`config.mk`:
```
export PLATFORM = sky130hd
export DESIGN_NAME = xor_checked_frame_receiver_flat
export DESIGN_NICKNAME = d
export VERILOG_FILES = /design/src/design/xcfr_pkg.sv /design/src/design/xcfr_if.sv /design/src/design/xcfr_parser.sv /design/src/design/xor_checked_frame_receiver.sv /design/src/flat_wrapper.sv
export SDC_FILE = /design/constraint.sdc
export NUM_CORES = 1
export LEC_CHECK = 0
export ABC_AREA = 1
export BUFFER_PORTS_ARGS = -buffer_cell sky130_fd_sc_hd__buf_2
export CORE_ASPECT_RATIO = 1.4
export CORE_MARGIN = 2
export CORE_UTILIZATION = 54
export CTS_BUF_LIST = sky130_fd_sc_hd__clkbuf_4 sky130_fd_sc_hd__clkbuf_8
export DETAILED_ROUTE_END_ITERATION = 8
export GPL_TIMING_DRIVEN = 1
export PLACE_DENSITY = 0.88
export REMOVE_ABC_BUFFERS = 1
export SLEW_MARGIN = 40
export SYNTH_ARGS = -nofsm -noshare
export SYNTH_HDL_FRONTEND = slang
export SYNTH_SLANG_ARGS = --single-unit
```
`constraint.sdc`:
```
create_clock -name clk -period 4.4 [get_ports clk]
set_input_delay 0 -clock clk [delete_from_list [all_inputs] [get_ports clk]]
set_output_delay 0 -clock clk [all_outputs]
set_load 0.03 [all_outputs]
```
`src/design/xcfr_pkg.sv`:
```
// ----------------------------------------------------------------------------
// xcfr_pkg
// Shared constants and types of the framed receiver: frame markers, length
// limits, register map and the status bundle of the frame parser.
// ----------------------------------------------------------------------------
package xcfr_pkg;

	localparam logic [7:0] START_MARK      = 8'hAA;
	localparam logic [7:0] HANDSHAKE_KIND  = 8'h01;
	localparam logic [7:0] MIN_FRAME_BYTES = 8'd4;
	localparam int         MAX_FRAME_DEF   = 64;

	localparam logic [7:0] BOARD_ID_RESET  = 8'h01;

	// register map: byte address 4*i, index taken from paddr[2]
	localparam int         CFG_ADDR_W      = 3;
	localparam logic       REG_BOARD_ID    = 1'b0;

	// reply beats outstanding: up to two replies of two beats each
	localparam int         PEND_W          = 3;
	localparam int         REPLY_BEATS     = 2;
	localparam int         PEND_MAX        = 4;

	typedef struct packed {
		logic reply;    // this byte closes a good handshake frame
		logic link_up;  // sticky connected flag
	} xcfr_status_t;

endpackage

```
`src/design/xcfr_if.sv`:
```
// ----------------------------------------------------------------------------
// xcfr_rx_if / xcfr_tx_if
// Valid/ready channels of the framed receiver: received bytes in, reply
// beats out.
// ----------------------------------------------------------------------------
interface xcfr_rx_if;
	logic       valid;
	logic       ready;
	logic [7:0] rx_byte;

	modport source (output valid, output rx_byte, input ready);
	modport sink   (input valid, input rx_byte, output ready);
endinterface

interface xcfr_tx_if;
	logic       valid;
	logic       ready;
	logic [7:0] tx_byte;
	logic       last_byte;
	logic       connected;

	modport source (output valid, output tx_byte, output last_byte, output connected,
		input ready);
	modport sink   (input valid, input tx_byte, input last_byte, input connected,
		output ready);
endinterface

```
`src/design/xcfr_parser.sv`:
```
// ----------------------------------------------------------------------------
// xcfr_parser
// Frame parser state: start hunt, byte count, length and kind capture,
// running XOR and the sticky link flag. Advances one byte per step.
// ----------------------------------------------------------------------------
module xcfr_parser
	import xcfr_pkg::*;
#(
	parameter int MAX_FRAME_BYTES = MAX_FRAME_DEF
) (
	input  logic         clk,
	input  logic         arst_n,
	input  logic         step,
	input  logic [7:0]   rx_byte_s1,
	output xcfr_status_t status
);

	localparam int CNT_W = $clog2(MAX_FRAME_BYTES + 1);

	logic             in_frame_q;
	logic [CNT_W-1:0] byte_count_q;
	logic [CNT_W-1:0] frame_length_q;
	logic [7:0]       frame_kind_q;
	logic [7:0]       running_xor_q;
	logic             link_up_q;

	logic [CNT_W-1:0] cnt_next;
	logic             is_len;
	logic             is_kind;
	logic             bad_len;
	logic             is_check;
	logic [7:0]       kind_eff;
	logic             reply_now;

	always_comb begin
		cnt_next  = byte_count_q + CNT_W'(1);
		is_len    = (cnt_next == CNT_W'(2));
		is_kind   = (cnt_next == CNT_W'(3));
		bad_len   = (rx_byte_s1 < MIN_FRAME_BYTES) ||
		            (rx_byte_s1 > 8'(MAX_FRAME_BYTES));
		is_check  = !is_len && (cnt_next >= CNT_W'(3)) && (cnt_next >= frame_length_q);
		kind_eff  = is_kind ? rx_byte_s1 : frame_kind_q;
		reply_now = in_frame_q && is_check && (rx_byte_s1 == running_xor_q) &&
		            (kind_eff == HANDSHAKE_KIND);
	end

	always_ff @(posedge clk or negedge arst_n) begin
		if (!arst_n) begin
			in_frame_q     <= 1'b0;
			byte_count_q   <= '0;
			frame_length_q <= '0;
			frame_kind_q   <= '0;
			running_xor_q  <= '0;
			link_up_q      <= 1'b0;
		end else if (step) begin
			if (!in_frame_q) begin
				if (rx_byte_s1 == START_MARK) begin
					in_frame_q    <= 1'b1;
					byte_count_q  <= CNT_W'(1);
					running_xor_q <= START_MARK;
				end
			end else begin
				byte_count_q <= cnt_next;
				if (is_kind) begin
					frame_kind_q <= rx_byte_s1;
				end
				if (is_len) begin
					frame_length_q <= rx_byte_s1[CNT_W-1:0];
				end
				if (is_len && bad_len) begin
					in_frame_q   <= 1'b0;
					byte_count_q <= '0;
				end else if (is_check) begin
					// checksum byte: frame ends either way
					in_frame_q   <= 1'b0;
					byte_count_q <= '0;
					if (reply_now) begin
						link_up_q <= 1'b1;
					end
				end else begin
					running_xor_q <= running_xor_q ^ rx_byte_s1;
					if (cnt_next >= CNT_W'(MAX_FRAME_BYTES)) begin
						in_frame_q   <= 1'b0;
						byte_count_q <= '0;
					end
				end
			end
		end
	end

	assign status.reply   = reply_now;
	assign status.link_up = link_up_q;

endmodule

```
`src/design/xor_checked_frame_receiver.sv`:
```
// ----------------------------------------------------------------------------
// xor_checked_frame_receiver
// Parses start-marked, length-prefixed, XOR-checked frames from a byte
// stream and answers each good handshake frame with a two-beat reply.
// ----------------------------------------------------------------------------
// Throughput: one received byte per cycle, sustained while the reply queue has room for a reply.
// Path: an accepted byte is held in the input register rx_byte_s1 and parsed
//   from there; the first reply beat is valid once the checksum byte has
//   passed through that register and the reply count pend_q.
// The reply queue holds four beats (two replies); a frame-closing byte that
//   needs a reply waits in the input register while more than two beats are queued.
// Reset (arst_n low): hunt for the start byte, link down, queue empty,
//   board_id back to 1.
module xor_checked_frame_receiver
	import xcfr_pkg::*;
#(
	parameter int MAX_FRAME_BYTES = MAX_FRAME_DEF
) (
	input  logic                  clk,
	input  logic                  arst_n,
	xcfr_rx_if.sink               rx,
	xcfr_tx_if.source             tx,
	input  logic                  psel,
	input  logic                  penable,
	input  logic                  pwrite,
	input  logic [CFG_ADDR_W-1:0] paddr,
	input  logic [31:0]           pwdata,
	output logic [31:0]           prdata,
	output logic                  pready
);

	// ---------------------------------------------------------------- config
	logic [7:0] board_id_q;
	logic       cfg_wr;

	assign pready = 1'b1;
	assign cfg_wr = psel && penable && pwrite;

	always_ff @(posedge clk or negedge arst_n) begin
		if (!arst_n) begin
			board_id_q <= BOARD_ID_RESET;
		end else if (cfg_wr && (paddr[2] == REG_BOARD_ID)) begin
			board_id_q <= pwdata[7:0];
		end
	end

	// read back the register; holes read as zero
	always_comb begin
		prdata = '0;
		if (paddr[2] == REG_BOARD_ID) begin
			prdata = {24'd0, board_id_q};
		end
	end

	// ---------------------------------------------------------- input stage
	logic         valid_s1;
	logic [7:0]   rx_byte_s1;
	logic         advance;
	logic         room;
	xcfr_status_t status;
	logic [PEND_W-1:0] pend_q;
	logic              phase_q;   // 0: start-marker beat next, 1: board id beat

	// a reply needs two free queue slots; other bytes never wait
	assign room    = (pend_q <= PEND_W'(PEND_MAX - REPLY_BEATS));
	assign advance = valid_s1 && (!status.reply || room);
	assign rx.ready = !valid_s1 || advance;

	always_ff @(posedge clk or negedge arst_n) begin
		if (!arst_n) begin
			valid_s1 <= 1'b0;
		end else if (rx.ready) begin
			valid_s1 <= rx.valid;
		end
	end

	// payload: load on accept only
	always_ff @(posedge clk) begin
		if (rx.valid && rx.ready) begin
			rx_byte_s1 <= rx.rx_byte;
		end
	end

	xcfr_parser #(
		.MAX_FRAME_BYTES(MAX_FRAME_BYTES)
	) u_parser (
		.clk        (clk),
		.arst_n     (arst_n),
		.step       (advance),
		.rx_byte_s1 (rx_byte_s1),
		.status     (status)
	);

	// ---------------------------------------------------------- reply queue
	// Every reply is the same two beats, so the queue is only a beat count
	// and a phase bit. The user must change board_id only while the block is
	// idle (the block itself does not enforce this), so the live register is sent.
	logic push;
	logic pop;

	assign push = advance && status.reply;
	assign pop  = tx.valid && tx.ready;

	always_ff @(posedge clk or negedge arst_n) begin
		if (!arst_n) begin
			pend_q  <= '0;
			phase_q <= 1'b0;
		end else begin
			pend_q <= pend_q + (push ? PEND_W'(REPLY_BEATS) : PEND_W'(0))
			                 - (pop ? PEND_W'(1) : PEND_W'(0));
			if (pop) begin
				phase_q <= !phase_q;
			end
		end
	end

	assign tx.valid     = (pend_q != '0);
	assign tx.tx_byte   = phase_q ? board_id_q : START_MARK;
	assign tx.last_byte = phase_q;
	assign tx.connected = status.link_up;

	// ------------------------------------------------------------ checks
	a_pend_bound: assert property (@(posedge clk) disable iff (!arst_n)
		pend_q <= PEND_W'(PEND_MAX))
		else $error("reply queue overfilled");

	a_push_room: assert property (@(posedge clk) disable iff (!arst_n)
		push |-> room)
		else $error("reply pushed without room");

	a_push_shows: assert property (@(posedge clk) disable iff (!arst_n)
		push |=> tx.valid)
		else $error("reply not presented after push");

	a_beat_linked: assert property (@(posedge clk) disable iff (!arst_n)
		tx.valid |-> status.link_up)
		else $error("reply beat while link down");

	a_phase_at_empty: assert property (@(posedge clk) disable iff (!arst_n)
		(pend_q == '0) |-> !phase_q)
		else $error("reply phase out of step with queue");

endmodule
```
`src/flat_wrapper.sv`:
```
// flat-port wrapper written by rule: the top's interface ports become plain ports
module xor_checked_frame_receiver_flat import xcfr_pkg::*;
#(
	parameter int MAX_FRAME_BYTES = MAX_FRAME_DEF
)
  (clk, arst_n, psel, penable, pwrite, paddr, pwdata, prdata, pready, rx_valid, rx_rx_byte, rx_ready, tx_valid, tx_tx_byte, tx_last_byte, tx_connected, tx_ready);
  xcfr_rx_if rx_i ();
  xcfr_tx_if tx_i ();
  input  logic clk;
  input  logic arst_n;
  input  logic psel;
  input  logic penable;
  input  logic pwrite;
  input  logic [CFG_ADDR_W-1:0] paddr;
  input  logic [31:0] pwdata;
  output logic [31:0] prdata;
  output logic pready;
  input wire logic [$bits(rx_i.valid)-1:0] rx_valid;
  input wire logic [$bits(rx_i.rx_byte)-1:0] rx_rx_byte;
  output wire logic [$bits(rx_i.ready)-1:0] rx_ready;
  output wire logic [$bits(tx_i.valid)-1:0] tx_valid;
  output wire logic [$bits(tx_i.tx_byte)-1:0] tx_tx_byte;
  output wire logic [$bits(tx_i.last_byte)-1:0] tx_last_byte;
  output wire logic [$bits(tx_i.connected)-1:0] tx_connected;
  input wire logic [$bits(tx_i.ready)-1:0] tx_ready;
  assign rx_i.valid = rx_valid;
  assign rx_i.rx_byte = rx_rx_byte;
  assign rx_ready = rx_i.ready;
  assign tx_valid = tx_i.valid;
  assign tx_tx_byte = tx_i.tx_byte;
  assign tx_last_byte = tx_i.last_byte;
  assign tx_connected = tx_i.connected;
  assign tx_i.ready = tx_ready;
  xor_checked_frame_receiver #(.MAX_FRAME_BYTES(MAX_FRAME_BYTES)) u_core (.clk(clk), .arst_n(arst_n), .rx(rx_i), .tx(tx_i), .psel(psel), .penable(penable), .pwrite(pwrite), .paddr(paddr), .pwdata(pwdata), .prdata(prdata), .pready(pready));
endmodule
```
==> impl_results.md <==
* Die Area at 6730 um2
* Top cell type by total area after synthesis: dfrtp_1
* TritonRoute pass-1 iters at 4
* Cell count of the worst hold path at 3
* RR Endpoint: u_core.pend_q[2]$_DFF_PN0_
* Syn Inst Count at 415
* Initial antenna violation count at 0
* Endpoints failing setup at 0
* Initial core utilization at 0.560
* Fin crit period at 3650 ps
* Final Util at 0.631
* Max transition margin at 0.586
* Commonest non-fill, non-tap cell in the layout: nand2_1
* Post-DP Area at 3430 um2
* Peak VDD IR at 303 uV
* Mapped Area at 3290 um2
* Buffers on Ports at 43
* Worst hold path startpoint: tx_ready
* Vias in the first global route at 2993
* IO Pins at 95
* Post-DP HPWL at 5.21 mm
* Hold/Removal Path Class: input pin to register
* EDFF count, synth at 8
* Ant diodes at 0
* Vias per inst at 5.30
* Share of cells above drive strength 1 at 0.186
* Htree depth at 2
* Most frequent cells in the layout: nand2_1, inv_1, dfrtp_1
* Final worst slack at 747 ps
* Final net count at 531
* Final Non-Filler Cells at 543
* Fmax achieved at 274 MHz
* Hold_ws at 66.6 ps
* Worst Skew at 2.39 ps
* DRT Wirelength at 7.45 mm
* Clock slew at reported path FFs at 90 ps
* Max Cap Viol at 0
* Crit path max fanout at 12
* Detailed router's first-iteration violation count at 169
* Critical path class: register to register
* CP Capture Type: register
* Unrepaired setup endpoints after global routing: no
* Avg Cell Area, Syn at 7.92 um2
* Slew @ Worst Pin at 619 ps
* Root Buffer: clkbuf_8
* Antenna Nets Post-Route at 0
* Slew Limit Fails at 0
* CTS tree: built
* Routed WL per cell at 13.7 um
* Total power at 1.45 mW
* Layout area overhead at 12.6%
* Final Instance Area at 3700 um2
* Area contributors post-synth: dfrtp_1, nand2_1, edfxtp_1
* Total core area at 5860 um2
* DP Worst Slack at 776 ps
* Worst r2r path cells at 22
* Post-synthesis sequential area ratio at 0.416
* Pleak at 1.94 nW
* Unique masters post-synth at 36
* Worst r2r src: u_core.u_parser.byte_count_q[1]$_DFFE_PN0P_
* Clock sink count at 53
* GP Congestion at 0.871
* Global route overflow at 0
* Die Span X at 69.9 um
* Final hold viol count at 0
* Latest clock arrival within the worst-skew pair at 310 ps
* Status: complete, no violations
* WHS Endpoint: u_core.tx.last_byte$_DFFE_PN0P_
* CP arrival at 3880 ps
* Clk buf depth at 2
* Synthesized flop and latch total at 53
* Post-CTS Resized at 0
* Synth Warn # at 0
* Worst endpoint required time at 4620 ps
* GRT Total Usage at 0.242
* Post-synth top area share at 0.335
* # rows at 33
* Pwr dens at 392 nW/um2
* Num CTS Buffers at 5
* Predominant post-synthesis flop cell: dfrtp_1
* Period utilization at 0.830
* First-pass GRT wire length at 13.0 mm
* Post-CTS setup buffer count at 0
* Routed vias at 2878
* Fin Setup TNS at 0 ps
* Internal reg-to-reg setup slack at 750 ps
* Ys async rst share at 0.849
* # DRC at 0
* Die height at 96.3 um
* Post-CTS Hold Fix Bufs at 18
* Placed insts at 517
* Largest net degree at the start of global routing at 46
* Worst setup SP type: register
## cells by family (layout without fill, tap and decap cells)
logic type / Yosys count / in the layout / synth area share
other cells: 2 / 25 / 0.00229
buf+inv: 93 / 128 / 0.142
fa+ha+maj: 9 / 9 / 0.0343
xor+xnor: 11 / 11 / 0.0293
compound gates: 37 / 37 / 0.0666
flops: 53 / 53 / 0.416
simple gates: 210 / 210 / 0.309
## worst max-delay path, cell delays in order (launching register included)
cell and delay (ps):
dfrtp_1 470, ha_1 270, nand3_1 100, nand2_1 50
nand2_1 130, inv_1 70, ha_1 280, or2_2 290
nand2_1 60, inv_1 30, nand3_1 60, nand2_1 60
nand3_1 120, nor2_2 80, nand3_4 100, nand2_4 90
inv_2 190, nand3_1 150, ha_1 300, inv_1 40
ha_1 200, xnor2_1 180, xor2_1 210
## state kept, by name, summed over array words and instances, names as in the netlist
register / cells
u_core.u_parser.byte_count_q: 7
u_core.u_parser.running_xor_q: 8
u_core.u_parser.in_frame_q: 1
u_core.board_id_q: 8
u_core.rx_byte_s1: 8
u_core.u_parser.frame_length_q: 7
u_core.pend_q: 3
u_core.u_parser.link_up_q: 1
u_core.tx.last_byte: 1
u_core.u_parser.frame_kind_q: 8
u_core.valid_s1: 1
## power breakdown
part | switching (mW) | leakage (nW) | internal (mW)
sequential | 0.0723 | 0.661 | 0.579
clock | 0.159 | 0.0484 | 0.117
combinational | 0.350 | 1.23 | 0.174
total | 0.581 | 1.94 | 0.870
## cell usage after synthesis, types with 3 or more instances
library cell	instances
o21ai_1	4
nor2_2	3
o21ai_2	7
nor2_1	29
inv_1	54
o21ai_0	14
ha_1	9
inv_2	5
or2_2	5
nor2_4	3
nand3b_1	3
a21oi_1	9
nand4_1	9
nand3_2	4
nand3_4	3
edfxtp_1	8
clkbuf_1	4
nand3_1	28
nand2_1	114
buf_4	27
xnor2_1	9
dfrtp_1	44
## area by class of cell
| cell class | count | area [um2] |
|---|---|---|
| flip-flops and latches | 53 | 1370 |
| multi-input cells | 292 | 1540 |
| well taps | 70 | 87.6 |
| inverters | 59 | 221 |
| clock buffers | 6 | 76.3 |
| repair buffers | 61 | 398 |
| clock inverters | 2 | 10.0 |
| fillers | 444 | 2160 |
## routing by layer
layer | track usage | up-vias | wire (um)
li1 | - | 1375 | -
met1 | 0.245 | 1335 | 2660
met2 | 0.461 | 134 | 4020
met3 | 0.0450 | 34 | 434
met4 | 0.143 | 0 | 340
met5 | 0 | - | 0
## worst max-delay path by stage
stage                                                startpoint                         end  slack [ps]  depth (start not counted)
floorplan           u_core.u_parser.byte_count_q[0]$_DFFE_PN0P_  u_core.pend_q[2]$_DFF_PN0_        1230                         22
global placement    u_core.u_parser.byte_count_q[0]$_DFFE_PN0P_  u_core.pend_q[2]$_DFF_PN0_         960                         22
detailed placement  u_core.u_parser.byte_count_q[0]$_DFFE_PN0P_  u_core.pend_q[2]$_DFF_PN0_         780                         22
CTS                 u_core.u_parser.byte_count_q[0]$_DFFE_PN0P_  u_core.pend_q[2]$_DFF_PN0_         740                         22
global route        u_core.u_parser.byte_count_q[0]$_DFFE_PN0P_  u_core.pend_q[2]$_DFF_PN0_         560                         22
finish              u_core.u_parser.byte_count_q[1]$_DFFE_PN0P_  u_core.pend_q[2]$_DFF_PN0_         750                         22
Note: power is estimated with default switching activity, not from simulation.
